==> config.mk <==
export PLATFORM = sky130hd
export DESIGN_NAME = rva_cordic_cell
export DESIGN_NICKNAME = d
export VERILOG_FILES = /design/src/rva_pkg.sv /design/src/rva_cordic_cell.sv
export SDC_FILE = /design/constraint.sdc
export NUM_CORES = 1
export LEC_CHECK = 0
export BUFFER_PORTS_ARGS = -buffer_cell sky130_fd_sc_hd__buf_4
export CAP_MARGIN = 20
export CORE_ASPECT_RATIO = 0.9
export CORE_MARGIN = 2
export CORE_UTILIZATION = 60
export DETAILED_ROUTE_END_ITERATION = 8
export MAX_ROUTING_LAYER = met4
export PLACE_DENSITY = 0.88
export SLEW_MARGIN = 30
export SYNTH_ARGS = -nofsm -noshare
export SYNTH_HDL_FRONTEND = slang
export SYNTH_SLANG_ARGS = --single-unit
==> constraint.sdc <==
create_clock -name clk -period 2.3 [get_ports clk]
set_clock_uncertainty 0.2 [all_clocks]
set_input_delay 0.46 -clock clk [delete_from_list [all_inputs] [get_ports clk]]
set_output_delay 0.46 -clock clk [all_outputs]
set_load 0.005 [all_outputs]
==> src/rva_pkg.sv <==
package rva_pkg;

	localparam int CORDIC_STAGES_DEF = 16;
	localparam int FRAC_BITS_DEF     = 16;
	localparam int TABLE_LEN         = 30;

	// cordic datapath width, q2.30 plus headroom
	localparam int CDW = 34;
	localparam int VW  = 32;
	localparam int AW  = 16;
	// dot and cross products after rounding to q20.16
	localparam int PW  = 36;

	localparam logic signed [CDW-1:0] GAIN_Q30 = 34'sd652032874;

	// atan(2^-i) in units of 2^-32 turn
	localparam logic [TABLE_LEN-1:0][31:0] ATAN_TURN32 = {
		32'd1,        32'd3,        32'd5,        32'd10,       32'd20,
		32'd41,       32'd81,       32'd163,      32'd326,      32'd652,
		32'd1304,     32'd2608,     32'd5215,     32'd10430,    32'd20861,
		32'd41722,    32'd83443,    32'd166886,   32'd333772,   32'd667544,
		32'd1335087,  32'd2670163,  32'd5340245,  32'd10679838, 32'd21354465,
		32'd42667331, 32'd85004756, 32'd167458907, 32'd316933406, 32'd536870912
	};

	typedef struct packed {
		logic                  valid;
		logic                  flip;
		logic signed [CDW-1:0] x;
		logic signed [CDW-1:0] y;
		logic signed [CDW-1:0] z;
	} cordic_t;

	typedef struct packed {
		logic [2:0][VW-1:0] v;
		logic [2:0][AW-1:0] a;
		logic [PW-1:0]      dot;
		logic [2:0][PW-1:0] cr;
	} vec_t;

	// round half up and shift right arithmetically
	function automatic logic signed [63:0] rnd64(input logic signed [63:0] val, input int sh);
		logic signed [63:0] half;
		half = 64'sd1 <<< (sh - 1);
		return (val + half) >>> sh;
	endfunction

endpackage

==> src/rva_cordic_cell.sv <==
module rva_cordic_cell import rva_pkg::*; #(
	parameter int IDX = 0
) (
	input  logic    clk,
	input  logic    arst_n,
	input  logic    en,
	input  cordic_t din,
	output cordic_t dout
);

	localparam logic signed [CDW-1:0] ANG = CDW'(ATAN_TURN32[IDX]);

	logic signed [CDW-1:0] dx, dy;
	cordic_t nxt;
	logic                  valid_q;
	logic                  flip_q;
	logic signed [CDW-1:0] x_q, y_q, z_q;

	// one micro-rotation toward zero residual angle
	always_comb begin
		dx = din.y >>> IDX;
		dy = din.x >>> IDX;
		nxt = din;
		if (!din.z[CDW-1]) begin
			nxt.x = din.x - dx;
			nxt.y = din.y + dy;
			nxt.z = din.z - ANG;
		end else begin
			nxt.x = din.x + dx;
			nxt.y = din.y - dy;
			nxt.z = din.z + ANG;
		end
	end

	always_ff @(posedge clk or negedge arst_n) begin
		if (!arst_n) begin
			valid_q <= 1'b0;
		end else if (en) begin
			valid_q <= din.valid;
		end
	end

	always_ff @(posedge clk) begin
		if (en) begin
			flip_q <= nxt.flip;
			x_q    <= nxt.x;
			y_q    <= nxt.y;
			z_q    <= nxt.z;
		end
	end

	assign dout = '{valid: valid_q, flip: flip_q, x: x_q, y: y_q, z: z_q};

endmodule

==> results.py, run 1 <==
metrics = {
    "clocking": {
        "cts_root_buffer": "clkbuf_16",
        "clockBufferDepth": 2,
        "cts_buffers": 9,
        "htreeDepth": 3,
        "post-cts-setup-buffers": 45,
        "cts_resized": 218,
        "clkSinkCount": 103,
        "ctsHoldBuffers": 1,
    },
    "die": {
        "die_w_um": 134,
        "fp.dieH_um": 121,
        "rows": 42,
        "start_util_pct": 61.7,
        "ioPinCount": 211,
    },
    "outcome": {
        "status": "aborted with a tool error",
        "firstError": "[ERROR DPL-0038] Utilization greater than 100%, impossible to legalize",
        "failing_step": "clock tree synthesis",
    },
    "synthesis": {
        "netlist_area_um2": 9100,
        "synth_nets": 1226,
        "netlist.area_leader.share_pct": 33.6,
        "synth.area.top_cells": "edfxtp_1 (34%), ha_1 (14%), a21oi_1 (6.2%), xnor2_1 (5.6%), inv_1 (4.0%)",
        "async_reset_ff_share_pct": 0.971,
        "synthFlopType": "edfxtp_1",
        "synth_edf_count": 102,
        "synth.top_cells.by_count": "a21oi_1 (112), edfxtp_1 (102), ha_1 (102)",
        "yosys_warnings": 0,
        "yosysTopAreaCell": "edfxtp_1",
        "yosysMostFrequentCell": "a21oi_1",
        "seq_area_frac_synth_pct": 33.9,
        "post_synth.cell_area_avg_um2": 8.99,
        "synth-seq-cells": 103,
        "synth.distinct_cells": 75,
        "syn_inst": 1013,
    },
    "place": {
        "port_buffers": 210,
        "place_hpwl_mm": 31.9,
        "place.gp.congestion": 1.10,
    },
}
kinds of logic after synthesis:
kind of cell	after synthesis	synth area share [%]
xor gates and xnor gates	68	6.54
and+or+nand+nor	234	12.6
AOI/OAI and AO/OA	329	23.2
buffers and inverters	155	6.87
adders and majority gates	106	14.9
muxes	18	1.99
DFF	103	33.9
per-stage QoR:
stage / hold slack, ps / setup WS [ps] / util [%] / instance area, um^2 / cells
3_3_place_gp: 34.7 / -989 / 91.3 / 13500 / 1658
3_5_place_dp: 37.1 / -1180 / 91.3 / 13500 / 1658
2_1_floorplan: -35.6 / -669 / - / 9810 / 1013
==> run 2, diff against run 1 <==
--- a/config.mk
+++ b/config.mk
@@ -7,12 +7,10 @@
 export LEC_CHECK = 0
 export BUFFER_PORTS_ARGS = -buffer_cell sky130_fd_sc_hd__buf_4
 export CAP_MARGIN = 20
-export CORE_ASPECT_RATIO = 0.9
 export CORE_MARGIN = 2
-export CORE_UTILIZATION = 60
+export CORE_UTILIZATION = 40
 export DETAILED_ROUTE_END_ITERATION = 8
-export MAX_ROUTING_LAYER = met4
-export PLACE_DENSITY = 0.88
+export PLACE_DENSITY_LB_ADDON = 0.15
 export SLEW_MARGIN = 30
 export SYNTH_ARGS = -nofsm -noshare
 export SYNTH_HDL_FRONTEND = slang
==> run 2 against run 1 <==
Compared with the run above:
- the flow now finishes, with violations (setup timing)
- area after synthesis unchanged
- synthesized cell count unchanged
==> results.py, run 2 <==
metrics = {
    "sta": {
        "period_needed_ps": 2990,
        "worstMarginPinSlew_ps": 503,
        "fmax_mhz": 334,
        "setup_slack_ps": -690,
        "setup_viol": 52,
        "rsz0062_at_grt": "true",
        "slew_violations": 0,
        "hold_viol": 0,
        "finalCritPeriodShare_pct": 130,
        "relSlewSlack_pct": 66.1,
    },
    "global_routing": {
        "grt_pass1_wl_mm": 52.6,
        "antenna_found_initial": 0,
        "overflow": 0,
        "grt_pass1_vias": 9758,
        "grt_usage_pct": 28.1,
        "grt_max_degree": 42,
    },
    "die": {
        "rows": 55,
        "fp.dieH_um": 155,
        "start_util_pct": 40.5,
        "core-area_um2": 22500,
        "ioPinCount": 211,
        "die-area_um2": 24000,
        "die_w_um": 155,
    },
    "worst_setup_path": {
        "critPathLaunchType": "input pin",
        "cpLargestDelayFamily": "compound AO/OA/AOI/OAI gates",
        "crit_required_ps": 2210,
        "cp-end-kind": "flop",
        "cp_num_buf_inv": 4,
        "worst_path_most_repeated_cell": "buf_6",
        "worst_r2r_path_depth": 1,
        "regToRegEndpoint": "valid_q$_DFFE_PN0P_",
        "crit_slowest_cell": "a211o_1",
        "cp_slowest_stage_delay_ps": 390,
        "r2r_slack_ps": 1360,
        "path_cells": "buf_12 > inv_6 > ha_4 > buf_6 > fa_2 > nor2b_4 > o31a_1 > o22a_1 > a21o_1 > a211o_1 > buf_6 > a2111oi_4 > a21oi_2 > xnor2_1",
        "arrival_ps": 2900,
        "crit_type": "input pin to flop",
        "reg2reg_from": "valid_q$_DFFE_PN0P_",
        "crit_path_max_fanout": 3,
    },
    "clocking": {
        "clock_latency_ps": 350,
        "cts_root_buffer": "clkbuf_16",
        "clkTransAtPathRegs_ps": 80,
        "tritoncts": "built",
        "cts_buffers": 9,
        "clockBufferDepth": 2,
        "htreeDepth": 3,
        "clkSinkCount": 103,
    },
    "synthesis": {
        "post_synth.cell_area_avg_um2": 8.99,
        "yosysTopAreaCell": "edfxtp_1",
        "yosysMostFrequentCell": "a21oi_1",
        "async_reset_ff_share_pct": 0.971,
        "syn_inst": 1013,
        "synth_nets": 1226,
        "yosys_warnings": 0,
        "synth-seq-cells": 103,
        "synth.top_cells.by_count": "a21oi_1 (112), edfxtp_1 (102), ha_1 (102)",
        "netlist_area_um2": 9100,
        "synth_edf_count": 102,
        "netlist.area_leader.share_pct": 33.6,
        "synthFlopType": "edfxtp_1",
        "synth.distinct_cells": 75,
        "synth.area.top_cells": "edfxtp_1 (34%), ha_1 (14%), a21oi_1 (6.2%), xnor2_1 (5.6%), inv_1 (4.0%)",
        "seq_area_frac_synth_pct": 33.9,
    },
    "drt": {
        "wl_per_cell_um": 19.1,
        "avgViaCountPerCell": 5.40,
        "drc": 0,
        "ant_nets": 0,
        "finalWirelength_mm": 35.4,
        "route.vias.total": 10000,
        "dr.pass1.iters": 6,
        "drtIter0Drc": 709,
    },
    "cells_and_area": {
        "drive_gt1_share_pct": 54.0,
        "final_nets": 1779,
        "utilization_pct": 71.3,
        "final_common_cell": "buf_4",
        "areaGrowthSynthToFinish_pct": 76.2,
        "antenna_cells": 0,
        "mostFrequentLayoutCells": "buf_4 (526), edfxtp_1 (102), inv_1 (80)",
        "reg_top3": "x_q: 34 flops, z_q: 34 flops, y_q: 33 flops",
    },
    "power": {
        "pwr-share-comb_pct": 48.9,
        "switching_share_pct": 35.1,
        "vdd_ir_drop_max_v": 0.000407,
        "switching_power_mw": 2.85,
        "p_total_mw": 8.11,
        "clkPwrFrac_pct": 20.0,
        "p_per_area_nw_per_um2": 505,
        "power.internal_mw": 5.26,
        "seq_power_share_pct": 31.1,
        "p_leak_nw": 7.13,
    },
    "hold_path": {
        "hold_depth": 1,
        "hold_end": "z_q[28]$_DFFE_PP_",
        "min-delay-path-class": "input pin to flop",
        "hp-start": "din[28]",
    },
    "place": {
        "place.gp.congestion": 0.981,
        "dpl_worst_slack_ps": -1220,
        "port_buffers": 210,
        "place_hpwl_mm": 27.4,
    },
    "outcome": {
        "violations": "setup timing",
        "status": "finished, violations left",
    },
    "flow_run": {
        "drv_cap": 0,
    },
}
-- run 2: cell counts after synthesis --
No cell type changed its count.
-- run 2: power groups by stage --
stage | registers, mW | clock network, mW | logic, mW
after floorplan | 2.56 | 0 | 1.51
after global placement | 2.57 | 0 | 3.23
after detailed placement | 2.57 | 0 | 3.25
after CTS | 2.53 | 1.64 | 3.63
after global routing | 2.55 | 1.70 | 4.21
final | 2.52 | 1.62 | 3.97
-- run 2: repair_timing --
action | in CTS | in global routing
endpoints found under the setup margin | 53 | 55
hold endpoints to repair | 1 | 0
hold buffers | 1 | 0
cloned | 0 | 0
buffers inserted | 37 | 31
pin swaps | 97 | 101
gates resized for setup | 185 | 108
-- run 2: worst max-delay path by stage --
stage,startpoint,end,slack [ps],depth (start not counted)
floorplan,din[34],x_q[32]$_DFFE_PP_,-670,11
global placement,din[34],x_q[32]$_DFFE_PP_,-1160,13
detailed placement,din[34],y_q[32]$_DFFE_PP_,-1220,15
CTS,din[68],x_q[28]$_DFFE_PP_,-630,14
global route,din[68],x_q[28]$_DFFE_PP_,-720,14
finish,din[68],x_q[28]$_DFFE_PP_,-690,14
-- run 2: layout make-up --
cell class	instances	area, um^2
clock buffer	9	225
clock inverter	7	86.3
fill	1717	6460
inverter	105	477
multi-input combinational	755	6980
sequential	103	3090
tap	285	357
timing repair buffer	592	4830
-- run 2: routing by layer --
layer | wire [um] | track usage, % | vias to the layer above
met1 | 14600 | 35.2 | 4725
li1 | - | - | 4742
met2 | 17200 | 49.8 | 457
met3 | 2340 | 4.35 | 97
met4 | 1320 | 8.86 | 0
met5 | 0 | 0 | -
-- run 2: stage by stage --
stage                     hold slack [ps]  cells  cell area [um^2]  setup TNS [ps]
final                                70.7   1856             16000          -20580
after global routing                 53.2   1856             16000          -23970
after CTS                            61.8   1830             15300          -17170
after detailed placement             49.5   1778             13900          -44940
after global placement               49.0   1778             13900          -44840
after floorplan                     -35.6   1013              9810          -15150
-- run 2: cell families (layout without fill, tap and decap cells) --
group | count (synthesis) | count (layout) | share of synthesized area, %
and+or+nand+nor | 234 | 234 | 12.6
AOI/OAI and AO/OA | 329 | 329 | 23.2
muxes | 18 | 18 | 1.99
buffers and inverters | 155 | 713 | 6.87
adders and majority gates | 106 | 106 | 14.9
DFF | 103 | 103 | 33.9
xor gates and xnor gates | 68 | 68 | 6.54
Power figures use the tool's default switching activity.
==> run 3, diff against run 2 <==
--- a/config.mk
+++ b/config.mk
@@ -5,11 +5,11 @@
 export SDC_FILE = /design/constraint.sdc
 export NUM_CORES = 1
 export LEC_CHECK = 0
-export BUFFER_PORTS_ARGS = -buffer_cell sky130_fd_sc_hd__buf_4
 export CAP_MARGIN = 20
 export CORE_MARGIN = 2
 export CORE_UTILIZATION = 40
 export DETAILED_ROUTE_END_ITERATION = 8
+export DONT_BUFFER_PORTS = 1
 export PLACE_DENSITY_LB_ADDON = 0.15
 export SLEW_MARGIN = 30
 export SYNTH_ARGS = -nofsm -noshare
==> run 3 against run 2 <==
Compared with the run above:
- the flow still finishes with violations (setup timing)
- non-clock buffer count decreased by 241
- clock-buffer cell count unchanged
- via count decreased by 12%
- final area decreased by 13%
- flip-flop and latch count unchanged
- largest cell class unchanged
==> results.py, run 3 (synthesized netlist as in run 2, its figures left out) <==
metrics = {
    "die": {
        "core-area_um2": 22500,
        "rows": 55,
        "start_util_pct": 40.5,
        "die_w_um": 155,
        "fp.dieH_um": 155,
        "die-area_um2": 24000,
        "ioPinCount": 211,
    },
    "worst_setup_path": {
        "crit_path_max_fanout": 3,
        "r2r_slack_ps": 1330,
        "arrival_ps": 2670,
        "crit_type": "input pin to flop",
        "cp-end-kind": "flop",
        "critPathLaunchType": "input pin",
        "crit_required_ps": 2200,
    },
    "sta": {
        "setup_slack_ps": -463,
        "period_needed_ps": 2760,
        "relSlewSlack_pct": 69.5,
        "hold_viol": 0,
        "worstMarginPinSlew_ps": 446,
        "fmax_mhz": 362,
        "tns_ps": -12290,
        "finalCritPeriodShare_pct": 120,
        "rsz0062_at_grt": "true",
        "setup_viol": 44,
        "slew_violations": 0,
    },
    "drt": {
        "drtIter0Drc": 539,
        "wl_per_cell_um": 20.2,
        "route.vias.total": 8829,
        "ant_nets": 0,
        "finalWirelength_mm": 32.7,
        "dr.pass1.iters": 8,
        "drc": 0,
        "avgViaCountPerCell": 5.47,
    },
    "global_routing": {
        "use_met1_pct": 33.0,
        "met3_usage_pct": 3.87,
        "grt_pass1_wl_mm": 49.0,
        "overflow": 0,
        "antenna_found_initial": 0,
        "use_met2_pct": 46.5,
        "grt_pass1_vias": 8796,
        "grt_max_degree": 101,
        "grt.busiest_layer": "met2",
        "grt_usage_pct": 26.4,
    },
    "clocking": {
        "cts_root_buffer": "clkbuf_16",
        "cts_buffers": 9,
        "clock_latency_ps": 350,
        "tritoncts": "built",
        "clockBufferDepth": 2,
        "htreeDepth": 3,
        "clkSinkCount": 103,
        "clkTransAtPathRegs_ps": 80,
    },
    "hold_path": {
        "min-delay-path-class": "input pin to flop",
    },
    "cells_and_area": {
        "n_fill_cell": 1864,
        "final_nets": 1538,
        "final_common_cell": "buf_4",
        "antenna_cells": 0,
        "finalInstanceArea_um2": 14000,
        "reg_top3": "x_q: 34 flops, z_q: 34 flops, y_q: 33 flops",
        "areaGrowthSynthToFinish_pct": 53.7,
        "final_cells": 1615,
        "drive_gt1_share_pct": 42.4,
        "multiInputGateArea_um2": 6880,
        "mostFrequentLayoutCells": "buf_4 (281), edfxtp_1 (102), inv_1 (79)",
        "seqCellArea_um2": 3090,
    },
    "power": {
        "vdd_ir_drop_max_v": 0.000326,
        "p_leak_nw": 5.85,
        "p_per_area_nw_per_um2": 519,
    },
    "place": {
        "dpl.cell_count": 1534,
        "place.gp.congestion": 0.907,
        "dpl_cell_area_um2": 12000,
        "place_hpwl_mm": 25.3,
        "port_buffers": 0,
    },
    "outcome": {
        "violations": "setup timing",
        "status": "finished, violations left",
    },
    "flow_run": {
        "drv_cap": 0,
    },
}
run 3: cell types whose count changed in the layout (fill, tap and decap cells not counted), sizes merged:
cell | before | now
buf | 591 | 318
dlygate4sd3 | 1 | 33
run 3: what timing repair did:
action	CTS	global route
endpoints found under the hold margin	35	1
endpoints found under the setup margin	46	51
hold buffers	32	1
pin swaps	89	91
cloned	0	0
buffers inserted	21	20
resized for setup	116	121
run 3: worst paths after layout:
path / from / endpoint / cells past startpoint
max in group asynchronous: arst_n / valid_q$_DFFE_PN0P_ / 1
min in group asynchronous: arst_n / valid_q$_DFFE_PN0P_ / 1
min: en / y_q[8]$_DFFE_PP_ / 0
min reg2reg: valid_q$_DFFE_PN0P_ / valid_q$_DFFE_PN0P_ / 1
max: din[34] / x_q[32]$_DFFE_PP_ / 11
max reg2reg: valid_q$_DFFE_PN0P_ / valid_q$_DFFE_PN0P_ / 1
run 3: critical path, cell delays in order:
cell       delay (ps)
ha_4              150
fa_2              360
nor3b_4           170
o31ai_4           260
a2111oi_4         150
nor3_2            190
a21oi_2           120
o21ai_4           240
nor3_1             80
o41a_1            330
xnor2_1           150
run 3: power breakdown:
group          internal [mW]  switching [mW]
clock                  0.770           0.777
combinational           1.57            1.55
sequential              2.43           0.175
total                   4.77            2.50
run 3: layer usage:
layer / up-vias / wire [um]
met3: 56 / 1930
met2: 357 / 16100
met1: 4163 / 13800
met4: 0 / 903
li1: 4253 / -
met5: - / 0
run 3: area by class of cell:
class,count,area share [%]
multi-input cells,755,49.2
repair buffers,351,20.5
inverters,105,3.55
flip-flops and latches,103,22.1
clock buffers,9,1.61
clock inverters,7,0.528
well taps,285,2.55
run 3: per-stage QoR:
step	power [mW]	utilization (%)	setup WS (ps)	hold WS, ps
global placement	5.16	53.2	-982	-35.4
finish	7.27	62.2	-463	8.58
detailed placement	5.16	53.2	-984	-35.4
CTS	6.98	58.8	-453	1.17
floorplan	4.07	-	-669	-35.6
global route	7.59	62.2	-548	-2.41
==> run 4, diff against run 3 <==
--- a/config.mk
+++ b/config.mk
@@ -5,6 +5,7 @@
 export SDC_FILE = /design/constraint.sdc
 export NUM_CORES = 1
 export LEC_CHECK = 0
+export ABC_AREA = 1
 export CAP_MARGIN = 20
 export CORE_MARGIN = 2
 export CORE_UTILIZATION = 40
==> run 4 against run 3 <==
Compared with the run above:
- the flow now finishes without violations
- die area rose by 13%
- cell count rose by 29%
- fmax rose by 22%
- hold slack improved by 9.0 ps
- final area fell by 3.8%
- core utilization fell by 9.0 points
- critical path type unchanged
- critical endpoint is now x_q[14]$_DFFE_PP_
==> results.py, run 4 <==
metrics = {
    "die": {
        "die_w_um": 165,
        "ioPinCount": 211,
        "rows": 58,
        "core-area_um2": 25300,
        "die-area_um2": 27200,
        "start_util_pct": 40.9,
        "fp.dieH_um": 165,
    },
    "cells_and_area": {
        "reg_top3": "x_q: 34 flops, z_q: 34 flops, y_q: 33 flops",
        "final_common_cell": "nand2_1",
        "final_cells": 2091,
        "mostFrequentLayoutCells": "nand2_1 (379), buf_4 (251), inv_1 (201)",
        "final_nets": 1969,
        "areaGrowthSynthToFinish_pct": 30.0,
        "utilization_pct": 53.1,
        "drive_gt1_share_pct": 21.4,
        "n_fill_cell": 2512,
        "antenna_cells": 0,
    },
    "global_routing": {
        "grt_pass1_vias": 10300,
        "grt_usage_pct": 26.7,
        "use_met1_pct": 38.2,
        "met3_usage_pct": 3.84,
        "grt_pass1_wl_mm": 54.9,
        "grt.busiest_layer": "met2",
        "antenna_found_initial": 0,
        "overflow": 0,
        "grt_max_degree": 94,
        "use_met2_pct": 41.9,
    },
    "drt": {
        "drtIter0Drc": 818,
        "wl_per_cell_um": 17.6,
        "ant_nets": 0,
        "drc": 0,
        "avgViaCountPerCell": 5.12,
        "route.vias.total": 10700,
        "dr.pass1.iters": 5,
        "finalWirelength_mm": 36.8,
    },
    "synthesis": {
        "synth.area.top_cells": "edfxtp_1 (30%), nand2_1 (14%), ha_1 (12%), inv_1 (7.4%), nand3_1 (7.1%)",
        "synth_nets": 1713,
        "seq_area_frac_synth_pct": 29.8,
        "yosysTopAreaCell": "edfxtp_1",
        "yosys_warnings": 0,
        "netlist.area_leader.share_pct": 29.6,
        "synth-seq-cells": 103,
        "synthAdderAreaFrac_pct": 13.1,
        "post_synth.cell_area_avg_um2": 6.90,
        "synthMuxAreaShare_pct": 0.302,
        "yosysMostFrequentCell": "nand2_1",
        "synth.distinct_cells": 45,
        "synthXorXnorAreaFrac_pct": 2.54,
        "async_reset_ff_share_pct": 0.971,
        "synthFlopType": "edfxtp_1",
        "syn_inst": 1500,
        "synth.top_cells.by_count": "nand2_1 (392), inv_1 (203), nand3_1 (146)",
        "synthSimpleGateAreaFrac_pct": 29.9,
        "synth-compound-area-share_pct": 14.3,
        "synth_top_family_by_area": "simple AND/OR/NAND/NOR gates",
        "netlist_area_um2": 10400,
        "synth_edf_count": 102,
    },
    "hold_path": {
        "min-delay-path-class": "input pin to flop",
    },
    "sta": {
        "period_needed_ps": 2260,
        "relSlewSlack_pct": 66.0,
        "hold_viol": 0,
        "hold_ws_ps": 17.6,
        "finalCritPeriodShare_pct": 98.1,
        "fmax_mhz": 443,
        "setup_viol": 0,
        "worstMarginPinSlew_ps": 508,
        "rsz0062_at_grt": "true",
        "slew_violations": 0,
        "setup_slack_ps": 43.9,
    },
    "power": {
        "p_leak_nw": 6.50,
        "clkPwrFrac_pct": 24.8,
        "seq_power_share_pct": 35.7,
        "vdd_ir_drop_max_v": 0.000371,
        "p_per_area_nw_per_um2": 520,
        "switching_power_mw": 2.56,
        "switching_share_pct": 36.6,
        "power.internal_mw": 4.44,
        "pwr-share-comb_pct": 39.5,
        "p_total_mw": 7.01,
    },
    "clocking": {
        "cts_root_buffer": "clkbuf_16",
        "clkSinkCount": 103,
        "cts_buffers": 9,
        "clockBufferDepth": 2,
        "htreeDepth": 3,
        "clkTransAtPathRegs_ps": 90,
        "clock_latency_ps": 360,
        "tritoncts": "built",
    },
    "place": {
        "place_hpwl_mm": 30.3,
        "dpl.cell_count": 2040,
        "place.gp.congestion": 0.965,
        "port_buffers": 0,
        "dpl_worst_slack_ps": -482,
    },
    "flow_run": {
        "drv_cap": 0,
    },
    "worst_setup_path": {
        "arrival_ps": 2250,
        "cp-end-kind": "flop",
        "crit_required_ps": 2290,
        "crit_type": "input pin to flop",
        "crit_path_max_fanout": 9,
        "critPathLaunchType": "input pin",
    },
    "outcome": {
        "status": "finished clean",
    },
}
[run 4: cell count changes after synthesis, moves of 16 or more]
cell     delta
a21oi_1    +18
buf_4      +16
inv_1     +107
nand2_1   +348
nand3_1   +136
nor2_1     +68
nor2b_1    -16
o21ai_0    +29
xnor2_1    -56
xor2_1     +18
[run 4: path summary, 6_finish.rpt]
check                                     from             endpoint  slack [ps]  cells after the start
max                                    din[37]    x_q[14]$_DFFE_PP_          40                     11
min reg2reg                valid_q$_DFFE_PN0P_  valid_q$_DFFE_PN0P_         340                      1
min                                         en     y_q[4]$_DFFE_PP_          20                      0
max reg2reg                valid_q$_DFFE_PN0P_  valid_q$_DFFE_PN0P_        1340                      1
max in group asynchronous               arst_n  valid_q$_DFFE_PN0P_        1700                      1
min in group asynchronous               arst_n  valid_q$_DFFE_PN0P_         100                      1
[run 4: final cells by class]
type	count	area [um^2]	share of cell area, %
multi-input combinational	1148	6590	48.9
sequential	103	3090	22.9
clock buffer	9	225	1.67
tap	330	413	3.07
timing repair buffer	288	2280	16.9
inverter	206	773	5.75
clock inverter	7	97.6	0.725
[run 4: critical path, cell delays in order]
cell and delay (ps):
inv_1 20, ha_2 420, nand2_1 180, nor2_2 150
nand2_1 70, o211ai_1 150, nand2_1 140, nand2_1 210
buf_4 150, nor2_1 30, o31ai_1 260
[run 4: layer usage]
metal	part of all wire, %	wire [um]	vias to the layer above
met2	43	15800	402
met4	2.4	901	0
met3	7.2	2640	49
met1	48	17500	4813
met5	0	0	-
li1	-	-	5438
[run 4: kinds of logic after synthesis]
logic type / after synthesis
compound gates: 274
xor+xnor: 30
fa+ha+maj: 106
buf+inv: 249
flops: 103
mux: 3
simple gates: 735
[run 4: metrics by stage]
step	TNS (ps)	instance area [um^2]
detailed placement	-19810	12500
finish	0	13500
CTS	0	13100
floorplan	-14.2	10400
global route	-80.9	13500
global placement	-19530	12500
[run 4: what timing repair did]
item,in CTS,in global routing
pin swaps,0,2
resized for setup,8,92
setup buffers,0,1
hold buffers,33,1
setup endpoints to repair,19,50
endpoints found under the hold margin,42,1
[run 4: power by group through the flow]
stage / sequential [mW] / clock [mW] / combinational, mW
2_1_floorplan: 2.49 / 0 / 1.47
3_3_place_gp: 2.55 / 0 / 2.55
3_5_place_dp: 2.55 / 0 / 2.56
4_1_cts: 2.51 / 1.78 / 2.63
5_1_grt: 2.53 / 1.84 / 3.04
6_report: 2.50 / 1.74 / 2.77
